### src/rtl/mhg_pkg.sv
// Shared types, codes and lookup tables for the MP3 header and gain decoder.
package mhg_pkg;

  // Header field codes
  localparam logic [7:0] SyncByte   = 8'hFF;
  localparam logic [2:0] SyncTop    = 3'b111;
  localparam logic [1:0] Ver25      = 2'b00;
  localparam logic [1:0] VerRsvd    = 2'b01;
  localparam logic [1:0] Ver2       = 2'b10;
  localparam logic [1:0] Ver1       = 2'b11;
  localparam logic [1:0] LayerThree = 2'b01;
  localparam logic [3:0] BrFree     = 4'd0;
  localparam logic [3:0] BrBad      = 4'd15;
  localparam logic [1:0] RateRsvd   = 2'b11;
  localparam logic [1:0] ModeMono   = 2'b11;

  // Frame geometry
  localparam logic [10:0] SpfMpeg1 = 11'd1152;
  localparam logic [10:0] SpfLow   = 11'd576;
  // (samples / 8) * 1000, folds the kbps scaling into one constant
  localparam logic [17:0] NumMpeg1 = 18'd144000;
  localparam logic [17:0] NumLow   = 18'd72000;

  // Side info start and granule length offsets, in bits
  localparam logic [6:0] SideStart    = 7'd32;
  localparam logic [6:0] SideStartCrc = 7'd48;
  localparam logic [6:0] OffM1Mono    = 7'd18;
  localparam logic [6:0] OffM1Stereo  = 7'd20;
  localparam logic [6:0] OffLowMono   = 7'd9;
  localparam logic [6:0] OffLowStereo = 7'd10;
  localparam logic [6:0] GainSkip     = 7'd21;
  localparam logic [6:0] FrameTopBit  = 7'd103;

  // Divider geometry: quotient bits and bits resolved per cycle
  localparam int QuotBits = 12;
  localparam int BitsPerCycle = 3;
  // Remainder width: sample rate shifted up to the top quotient bit
  localparam int DivW = 16 + QuotBits - 1;
  // Count of the last divide cycle
  localparam logic [1:0] DivLastStep = 2'(QuotBits / BitsPerCycle - 1);

  typedef struct packed {
    logic [31:0] header_word;
    logic [63:0] side_bytes_low;
    logic [7:0]  side_byte_last;
  } mhg_in_t;

  typedef struct packed {
    logic        header_valid;
    logic [10:0] frame_length;
    logic [15:0] sample_rate;
    logic [10:0] samples_per_frame;
    logic        low_rate_ext;
    logic        mono_mode;
    logic        crc_present;
    logic [7:0]  gr0_gain;
  } mhg_out_t;

  // Classified header waiting for the length division
  typedef struct packed {
    mhg_out_t    info;
    logic [25:0] numer;
    logic        pad;
  } mhg_job_t;

  // MPEG1 bitrate in kbps
  function automatic logic [8:0] br_mpeg1(input logic [3:0] idx);
    logic [8:0] v;
    case (idx)
      4'd1:    v = 9'd32;
      4'd2:    v = 9'd40;
      4'd3:    v = 9'd48;
      4'd4:    v = 9'd56;
      4'd5:    v = 9'd64;
      4'd6:    v = 9'd80;
      4'd7:    v = 9'd96;
      4'd8:    v = 9'd112;
      4'd9:    v = 9'd128;
      4'd10:   v = 9'd160;
      4'd11:   v = 9'd192;
      4'd12:   v = 9'd224;
      4'd13:   v = 9'd256;
      4'd14:   v = 9'd320;
      default: v = 9'd0;
    endcase
    return v;
  endfunction

  // MPEG2 and MPEG2.5 bitrate in kbps
  function automatic logic [8:0] br_low(input logic [3:0] idx);
    logic [8:0] v;
    case (idx)
      4'd1:    v = 9'd8;
      4'd2:    v = 9'd16;
      4'd3:    v = 9'd24;
      4'd4:    v = 9'd32;
      4'd5:    v = 9'd40;
      4'd6:    v = 9'd48;
      4'd7:    v = 9'd56;
      4'd8:    v = 9'd64;
      4'd9:    v = 9'd80;
      4'd10:   v = 9'd96;
      4'd11:   v = 9'd112;
      4'd12:   v = 9'd128;
      4'd13:   v = 9'd144;
      4'd14:   v = 9'd160;
      default: v = 9'd0;
    endcase
    return v;
  endfunction

  // MPEG1 sampling rate in Hz
  function automatic logic [15:0] base_rate(input logic [1:0] idx);
    logic [15:0] v;
    case (idx)
      2'd0:    v = 16'd44100;
      2'd1:    v = 16'd48000;
      2'd2:    v = 16'd32000;
      default: v = 16'd0;
    endcase
    return v;
  endfunction

endpackage

### src/rtl/mp3_header_gain_decoder.sv
// MP3 Layer III frame header and first-granule gain decoder, top level.
// Result path from input accept: queue write, frame length divider steps, output register.
// Throughput: set by the frame length divider, resolving 3 quotient bits per cycle over
// 12 bits and taking the next header as it delivers the last; the input takes a word every
// cycle until the 2-entry queue fills.
// Reset: asynchronous, active low; clears queue occupancy, divider and output valid flags.
module mp3_header_gain_decoder import mhg_pkg::*; (
  input  logic     clk_i,
  input  logic     rst_ni,
  input  logic     in_valid_i,
  output logic     in_ready_o,
  input  mhg_in_t  in_data_i,
  output logic     out_valid_o,
  input  logic     out_ready_i,
  output mhg_out_t out_data_o
);

  mhg_job_t front_job;
  logic     q_valid;
  logic     q_ready;
  mhg_job_t q_job;

  // Classify the header
  mhg_front u_front (
    .hdr_i (in_data_i),
    .job_o (front_job)
  );

  // Decouple classifier from divider
  mhg_fifo u_fifo (
    .clk_i      (clk_i),
    .rst_ni     (rst_ni),
    .wr_valid_i (in_valid_i),
    .wr_ready_o (in_ready_o),
    .wr_data_i  (front_job),
    .rd_valid_o (q_valid),
    .rd_ready_i (q_ready),
    .rd_data_o  (q_job)
  );

  // Divide out the frame length and deliver
  mhg_back u_back (
    .clk_i       (clk_i),
    .rst_ni      (rst_ni),
    .job_valid_i (q_valid),
    .job_ready_o (q_ready),
    .job_i       (q_job),
    .out_valid_o (out_valid_o),
    .out_ready_i (out_ready_i),
    .out_data_o  (out_data_o)
  );

endmodule

### src/rtl/mhg_front.sv
// Header classifier: checks sync and indexes, picks rates and extracts the gain.
module mhg_front import mhg_pkg::*; (
  input  mhg_in_t  hdr_i,
  output mhg_job_t job_o
);

  logic [103:0] frame;
  logic [31:0]  hw;
  logic [1:0]   ver;
  logic [1:0]   layer;
  logic [3:0]   br_idx;
  logic [1:0]   sr_idx;
  logic         ok;
  logic         lsf;
  logic         mono;
  logic         crc;
  logic [8:0]   kbps;
  logic [15:0]  rate;
  logic [25:0]  mul_a;
  logic [25:0]  mul_b;
  logic [6:0]   off;
  logic [6:0]   len_hi;
  logic [6:0]   gain_hi;
  logic [11:0]  p23_len;
  logic [7:0]   gain;

  assign frame  = {hdr_i.header_word, hdr_i.side_bytes_low, hdr_i.side_byte_last};
  assign hw     = hdr_i.header_word;
  assign ver    = hw[20:19];
  assign layer  = hw[18:17];
  assign br_idx = hw[15:12];
  assign sr_idx = hw[11:10];
  assign lsf    = (ver != Ver1);
  assign mono   = (hw[7:6] == ModeMono);
  assign crc    = ~hw[16];

  // Validate sync and every index
  assign ok = (hw[31:24] == SyncByte) && (hw[23:21] == SyncTop) &&
              (ver != VerRsvd) && (layer == LayerThree) &&
              (br_idx != BrFree) && (br_idx != BrBad) && (sr_idx != RateRsvd);

  // Scale rate by version: halve for MPEG2, quarter for MPEG2.5
  always_comb begin
    case (ver)
      Ver2:    rate = base_rate(sr_idx) >> 1;
      Ver25:   rate = base_rate(sr_idx) >> 2;
      default: rate = base_rate(sr_idx);
    endcase
  end

  // Form the dividend (samples / 8) * bitrate in bits per second
  assign kbps  = lsf ? br_low(br_idx) : br_mpeg1(br_idx);
  assign mul_a = {17'd0, kbps};
  assign mul_b = {8'd0, (lsf ? NumLow : NumMpeg1)};

  // Locate the granule length and gain fields in the side info
  always_comb begin
    case ({lsf, mono})
      2'b00:   off = OffM1Stereo;
      2'b01:   off = OffM1Mono;
      2'b10:   off = OffLowStereo;
      default: off = OffLowMono;
    endcase
  end

  assign len_hi  = FrameTopBit - (crc ? SideStartCrc : SideStart) - off;
  assign gain_hi = len_hi - GainSkip;
  assign p23_len = frame[len_hi -: 12];
  assign gain    = (p23_len == 12'd0) ? 8'd0 : frame[gain_hi -: 8];

  // Pack the job; an invalid header carries all zeros
  always_comb begin
    job_o = '0;
    if (ok) begin
      job_o.info.header_valid      = 1'b1;
      job_o.info.sample_rate       = rate;
      job_o.info.samples_per_frame = lsf ? SpfLow : SpfMpeg1;
      job_o.info.low_rate_ext      = lsf;
      job_o.info.mono_mode         = mono;
      job_o.info.crc_present       = crc;
      job_o.info.gr0_gain          = gain;
      job_o.numer                  = mul_a * mul_b;
      job_o.pad                    = hw[9];
    end
  end

endmodule

### src/rtl/mhg_fifo.sv
// Two-entry queue between the header classifier and the length divider.
module mhg_fifo import mhg_pkg::*; (
  input  logic     clk_i,
  input  logic     rst_ni,
  input  logic     wr_valid_i,
  output logic     wr_ready_o,
  input  mhg_job_t wr_data_i,
  output logic     rd_valid_o,
  input  logic     rd_ready_i,
  output mhg_job_t rd_data_o
);

  mhg_job_t   mem_q [2];
  logic       wr_ptr_q, wr_ptr_d;
  logic       rd_ptr_q, rd_ptr_d;
  logic [1:0] cnt_q, cnt_d;
  logic       push;
  logic       pop;

  assign wr_ready_o = (cnt_q != 2'd2);
  assign rd_valid_o = (cnt_q != 2'd0);
  assign rd_data_o  = mem_q[rd_ptr_q];
  assign push       = wr_valid_i && wr_ready_o;
  assign pop        = rd_valid_o && rd_ready_i;

  // Advance pointers and occupancy
  always_comb begin
    wr_ptr_d = wr_ptr_q ^ push;
    rd_ptr_d = rd_ptr_q ^ pop;
    cnt_d    = cnt_q;
    if (push && !pop) begin
      cnt_d = cnt_q + 2'd1;
    end else if (pop && !push) begin
      cnt_d = cnt_q - 2'd1;
    end
  end

  always_ff @(posedge clk_i or negedge rst_ni) begin
    if (!rst_ni) begin
      wr_ptr_q <= 1'b0;
      rd_ptr_q <= 1'b0;
      cnt_q    <= 2'd0;
    end else begin
      wr_ptr_q <= wr_ptr_d;
      rd_ptr_q <= rd_ptr_d;
      cnt_q    <= cnt_d;
    end
  end

  // Store the incoming word
  always_ff @(posedge clk_i) begin
    if (push) begin
      mem_q[wr_ptr_q] <= wr_data_i;
    end
  end

endmodule

### src/rtl/mhg_back.sv
// Frame length divider, three quotient bits a cycle, with the output register.
module mhg_back import mhg_pkg::*; (
  input  logic     clk_i,
  input  logic     rst_ni,
  input  logic     job_valid_i,
  output logic     job_ready_o,
  input  mhg_job_t job_i,
  output logic     out_valid_o,
  input  logic     out_ready_i,
  output mhg_out_t out_data_o
);

  logic                busy_q;
  logic                fin_q;
  logic [1:0]          cnt_q;
  logic [DivW-1:0]     r_q, r_c;
  logic [DivW-1:0]     d_q, d_c;
  logic [QuotBits-1:0] q_q, q_c;
  logic [QuotBits-1:0] q_res;
  mhg_out_t            info_q;
  logic                pad_q;
  logic                out_valid_q;
  mhg_out_t            out_q, out_d;
  logic                avail;
  logic                deliver;
  logic                job_acc;
  logic                step;
  logic [10:0]         len;

  // Resolve three quotient bits by restoring subtraction
  always_comb begin
    r_c = r_q;
    d_c = d_q;
    q_c = q_q;
    for (int j = 0; j < BitsPerCycle; j++) begin
      if (r_c >= d_c) begin
        r_c = r_c - d_c;
        q_c = {q_c[QuotBits-2:0], 1'b1};
      end else begin
        q_c = {q_c[QuotBits-2:0], 1'b0};
      end
      d_c = d_c >> 1;
    end
  end

  assign step        = busy_q && !fin_q;
  assign avail       = busy_q && (fin_q || (cnt_q == DivLastStep));
  assign deliver     = avail && (!out_valid_q || out_ready_i);
  assign job_ready_o = !busy_q || deliver;
  assign job_acc     = job_valid_i && job_ready_o;
  assign q_res       = fin_q ? q_q : q_c;
  assign len         = info_q.header_valid ? (q_res[10:0] + {10'd0, pad_q}) : 11'd0;

  // Merge the frame length into the finished word
  always_comb begin
    out_d              = info_q;
    out_d.frame_length = len;
  end

  // Sequence the divider and the output handshake
  always_ff @(posedge clk_i or negedge rst_ni) begin
    if (!rst_ni) begin
      busy_q      <= 1'b0;
      fin_q       <= 1'b0;
      cnt_q       <= 2'd0;
      out_valid_q <= 1'b0;
    end else begin
      if (job_acc) begin
        busy_q <= 1'b1;
        fin_q  <= 1'b0;
        cnt_q  <= 2'd0;
      end else if (deliver) begin
        busy_q <= 1'b0;
        fin_q  <= 1'b0;
      end else if (step) begin
        cnt_q <= cnt_q + 2'd1;
        if (cnt_q == DivLastStep) begin
          fin_q <= 1'b1;
        end
      end
      if (deliver) begin
        out_valid_q <= 1'b1;
      end else if (out_ready_i) begin
        out_valid_q <= 1'b0;
      end
    end
  end

  // Load operands, iterate, and capture the finished word
  always_ff @(posedge clk_i) begin
    if (job_acc) begin
      r_q    <= DivW'(job_i.numer);
      d_q    <= {job_i.info.sample_rate, {(QuotBits-1){1'b0}}};
      q_q    <= '0;
      info_q <= job_i.info;
      pad_q  <= job_i.pad;
    end else if (step) begin
      r_q <= r_c;
      d_q <= d_c;
      q_q <= q_c;
    end
    if (deliver) begin
      out_q <= out_d;
    end
  end

  assign out_valid_o = out_valid_q;
  assign out_data_o  = out_q;

endmodule
### config.mk
export PLATFORM = sky130hd
export DESIGN_NAME = mp3_header_gain_decoder
export DESIGN_NICKNAME = d
export VERILOG_FILES = /design/src/rtl/mhg_pkg.sv /design/src/rtl/mp3_header_gain_decoder.sv /design/src/rtl/mhg_front.sv /design/src/rtl/mhg_fifo.sv /design/src/rtl/mhg_back.sv
export SDC_FILE = /design/constraint.sdc
export NUM_CORES = 1
export LEC_CHECK = 0
export BUFFER_PORTS_ARGS = -buffer_cell sky130_fd_sc_hd__buf_2
export CORE_ASPECT_RATIO = 1.25
export CORE_UTILIZATION = 25
export CTS_CLUSTER_DIAMETER = 60
export DETAILED_ROUTE_END_ITERATION = 6
export HOLD_SLACK_MARGIN = 0.06
export PLACE_DENSITY_LB_ADDON = 0.2
export SYNTH_ARGS = -nofsm -noshare
export SYNTH_HDL_FRONTEND = slang
export SYNTH_HIERARCHICAL = 1
export SYNTH_SLANG_ARGS = --single-unit
### constraint.sdc
create_clock -name clk_i -period 11.74 [get_ports clk_i]
set_input_delay 0.587 -clock clk_i [delete_from_list [all_inputs] [get_ports clk_i]]
set_output_delay 0.587 -clock clk_i [all_outputs]
set_load 0.005 [all_outputs]
* After elaboration in Yosys (flattened, before gate mapping)
Memories as Yosys holds them, arrays and structs flattened. Index checks and enable logic that the tools add are counted. W data, S select, Z words.
Word-level totals: output and inout bits 52, register bits after elaboration 164, latch bits 0, memories 3, memory bits (writable) 132, bits of input ports 108, bits in read-only memories 176
Cells by class: div/mod/pow operators 0, reductions and logical operators 35, add/subtract/negate cells 10, $lt $le $gt $ge 3, shifts and indexed selects 2, bitwise logic cells 3, multiply operators 1, equal/unequal tests 16, muxes and demuxes 36
Memory list:
- u_fifo.mem_q | depth 2, width 66, rd ports 1, clocked after memory_dff 0, wr ports 1, line mhg_fifo.sv:13 | mhg_job_t mem_q [2];
- (no name shown) | depth 16, width 6, rd ports 1, clocked after memory_dff 0, wr ports 0, line mhg_pkg.sv:69 | case (idx)
- (no name shown) | depth 16, width 5, rd ports 1, clocked after memory_dff 0, wr ports 0, line mhg_pkg.sv:92 | case (idx)
Operators by type and width (count):
- $mux W27 | 5
- $shiftx A115 B8 Y12 | 1
- $shiftx A111 B8 Y8 | 1
- $mux W65 | 1
- $mux W26 | 2
- $pmux W16 S3 | 1
- $pmux W16 S2 | 1
- $ge A27 B25 Y1 | 1
- $ge A27 B26 Y1 | 1
- $ge A27 B27 Y1 | 1
- $sub A27 B25 Y27 | 1
- $sub A27 B26 Y27 | 1
- $sub A27 B27 Y27 | 1
- $mul A9 B18 Y26 | 1
- $mux W11 | 2
- $mux W18 | 1
- $pmux W5 S3 | 1
- $mux W1 | 14
- $logic_and A1 B1 Y1 | 13
- $logic_not A12 Y1 | 1
- $add A11 B1 Y11 | 1
- $eq A2 B2 Y1 const B | 5
- $mux W2 | 5
- $reduce_bool A2 Y1 | 5
- other kinds (22) | 39

* Logic depth before layout (Yosys ltp)
word-level depth 9, mapped depth 45

* Cells and area by module
Netlist, hierarchy kept.
Modules (own cells, without submodules):
- mhg_back | sequential area each 4549.4 um2, cells an instance 1174, area each 11115.7 um2, times used 1
- mhg_front | sequential area each 0.0 um2, cells an instance 1164, area each 9530.4 um2, times used 1
- mhg_fifo | sequential area each 4724.5 um2, cells an instance 258, area each 5843.1 um2, times used 1

* Worst setup path after synthesis
OpenSTA, ideal clock, no wires.
path type register to register, start point reg u_back.d_q[9], end point reg u_back.out_q, in the netlist u_back/out_data_o[44] (data pin), path buffers 3, arrival time 8.850 ns, slack 2.633 ns, data required time 11.483 ns, stages on the path, launching flop included 42, path through dfxtp_1 > inv_1 > ha_1 > buf_2 > nand2_1 > o311ai_1 > or3_1 > o22ai_1 > o41ai_4 > a21o_1 > buf_2 > buf_2 > mux2_2 > ha_1 > a21oi_1 > o31ai_1 > o41a_1 > o2111a_1 > [6 not listed] > nor2b_1 > o31a_1 > o41a_1 > a221o_1 > a2111oi_4 > o21bai_1 > nor2b_1 > o31a_1 > nor2_2 > nand2_2 > mux2_2 > ha_1 > ha_1 > inv_1 > a2111oi_2 > a21oi_1 > a2bb2oi_1 > nor2_1
Between the ends: longest elaborated chain between the ends 8
Ends and longest elaborated chain:
- start, declared | line mhg_back.sv:17 | logic [DivW-1:0] d_q, d_c;
- start signal, assigned | line mhg_back.sv:93 | d_q <= {job_i.info.sample_rate, {(QuotBits-1){1'b0}}};
- $sub A27 B27 Y27 / $ge A27 B27 Y1 (equally long branches) | line mhg_back.sv:37, mhg_back.sv:36
- $mux W27 | line mhg_back.sv:36 | if (r_c >= d_c) begin
- $sub A27 B26 Y27 / $ge A27 B26 Y1 (equally long branches) | line mhg_back.sv:37, mhg_back.sv:36
- $mux W27 | line mhg_back.sv:36
- $ge A27 B25 Y1 | line mhg_back.sv:36
- $mux W1 | line mhg_back.sv:36
- $mux W11 * | line mhg_back.sv:51 | assign q_res = fin_q ? q_q : q_c;
- $add A11 B1 Y11 * | line mhg_back.sv:52 | assign len = info_q.header_valid ? (q_res[10:0] + {10'd0, pad_q}) : 11'd0;
- end signal, assigned | line mhg_back.sv:103 | out_q <= out_d;
- end, declared | line mhg_back.sv:23 | mhg_out_t out_q, out_d;
Every way passes the cells marked *; elsewhere a longest branch is shown, timed or not. A chain may end at the register's enable or synchronous reset.

* Worst setup path after layout
Same ends and word-level chain as after synthesis.

==> results.cfg <==
[clocking]
cts_root_buffer = clkbuf_16
clk_latency_ps = 550
path_clk_slew_ps = 60
cts_buffers = 38
cts_tree = done
ctsResizeCount = 0
clkSinkCount = 296
cts.path.max_buffers = 3
htree_levels = 2

[layout]
regArea_um2 = 8617
syn2layout_area_growth_pct = 11.99
fin_cells = 3968
nets = 2896
nFillCells = 10620
antenna_cells = 0
drive_above_1_share = 0.2035
multi_input_area_um2 = 15710
fin_area_um2 = 28700

[place]
place_hpwl_um = 65600
dp_cells = 3898
post_dp_cell_area_um2 = 27440
portBuffers = 159
gp_congestion = 0.8793

[routing]
routed_via_density = 5.248
wl_um = 88770
drt-initial-drc-count = 1499
met2_length_um = 45510
dr.pass1.iters = 7
route.vias.total = 20820
wl_met3_um = 3593
wl_per_cell_um = 22.37
remaining_drc_errors = 7
highest_layer = met4
wl_met1_um = 36020
ant_nets = 0

[timing]
fin_setup_tns_ps = 0
fmax_mhz = 95.53
finalSetupViolations = 0
max_slew_margin = 0.3047
skew_ps = 18.63
finalCritPeriodShare = 0.8917
rsz0062_at_grt = false
finalHoldViolCount = 0
drv_slew = 0
tightest_slew_ps = 1017
finalCriticalPeriod_ps = 10470

[die]
rows = 130
die_w_um = 288.3
io_pins = 160
fp.dieH_um = 359.9
start_util = 0.2537
core_area_um2 = 101000
dieArea_um2 = 103800

[setup_path]
critPathMaxStageDelay_ps = 450
crit_path_start_kind = flop
crit_type = reg2reg
cp.arrival_ps = 10760
cp-end-kind = flop
crit_required_ps = 12030
critPathSlowestCell = ha_1
critPathMaxFanout = 26
crit_top_cell = ha_1

[global_routing]
overflow = 0
antenna_found_initial = 1
grt_pass1_wl_um = 131700
grt_pass1_vias = 20530
grt.total_usage = 0.1664
grt_max_degree = 70

[synthesis]
syn_inst = 2552
syn_area_um2 = 25620
avgSynthCellArea_um2 = 10.04
yosys_warnings = 6

[flow_run]
cap_viol_max_count = 0

[status]
status = finished, violations left
violations = DRC

[min_path]
hold_class = in2reg
==> timing repair <==
action | CTS | global route
hold endpoints to repair | 9 | 0
hold buffers | 1 | 0
setup buffers | 0 | 0
==> state kept, by name, summed over array words and instances (netlist names), 2 cells and up <==
| register | count |
|---|---|
| u_back/q_q | 11 |
| u_back/cnt_q | 2 |
| u_back/r_q | 27 |
| u_back/out_data_o | 50 |
| u_fifo/cnt_q | 2 |
| u_back/d_q | 27 |
| u_back/info_q | 39 |
| u_fifo/mem_q | 132 |
==> final timing paths <==
check	cells after the start	to	startpoint	slack (ps)
min	3	u_back/out_valid_o$_DFFE_PN0P_	out_ready_i	330
max in group asynchronous	2	u_fifo/rd_ptr_q$_DFF_PN0_	rst_ni	11110
max reg2reg	40	u_back/out_data_o[44]$_SDFFCE_PN0P_	u_back/d_q[9]$_SDFFE_PP0P_	1270
min reg2reg	0	u_back/out_data_o[33]$_DFFE_PP_	u_back/info_q[33]$_DFFE_PP_	410
max	40	u_back/out_data_o[44]$_SDFFCE_PN0P_	u_back/d_q[9]$_SDFFE_PP0P_	1270
min in group asynchronous	2	u_back/out_valid_o$_DFFE_PN0P_	rst_ni	420
==> critical path, delay by kind of cell (launching register included) <==
kind | cells | cell delay [ps]
adders and majority gates | 5 | 1640
buffers and inverters | 5 | 1260
muxes | 3 | 1090
DFF | 1 | 340
AOI/OAI and AO/OA | 19 | 4540
and+or+nand+nor | 8 | 1330
==> placed cells by master (no fill, tap or decap), types with 25 or more instances in the layout <==
cell,instances
edfxtp_1,264
nand2_1,242
nor2_1,179
a21oi_1,172
buf_2,159
ha_1,141
mux2_2,113
o21ai_0,99
inv_1,97
mux2i_1,97
mux4_2,83
nor3_1,59
xnor2_1,55
a211oi_1,48
nand3_1,42
nand4_1,40
clkbuf_16,39
nor2b_1,36
buf_4,36
xor2_1,35
o211ai_1,34
and2_1,25
conb_1,25
==> through the flow <==
stage | util | setup slack (ps) | hold WS [ps]
final | 0.2841 | 1272 | 327.5
after global routing | 0.2841 | 512.2 | 341.2
after CTS | 0.2841 | 1271 | 308.5
after detailed placement | 0.2717 | 1296 | 404.5
after global placement | 0.2717 | 1352 | 404.3
after floorplan | - | 2633 | 291.4
==> area by class of cell <==
type,count,share of cell area
repair buffers,196,0.03750
clock buffers,46,0.03528
inverters,106,0.01395
multi-input cells,1981,0.5473
clock inverters,23,0.008110
flip-flops and latches,296,0.3003
well taps,1320,0.05756
==> layer usage <==
| layer | vias up | GRT usage |
|---|---|---|
| li1 | 9783 | - |
| met1 | 10230 | 0.2001 |
| met2 | 653 | 0.3000 |
| met3 | 157 | 0.01445 |
| met4 | 0 | 0.06858 |
| met5 | - | 0 |
Power is not shown: default switching activity piles up to over one toggle a cycle in this logic, so the estimate is an artifact.
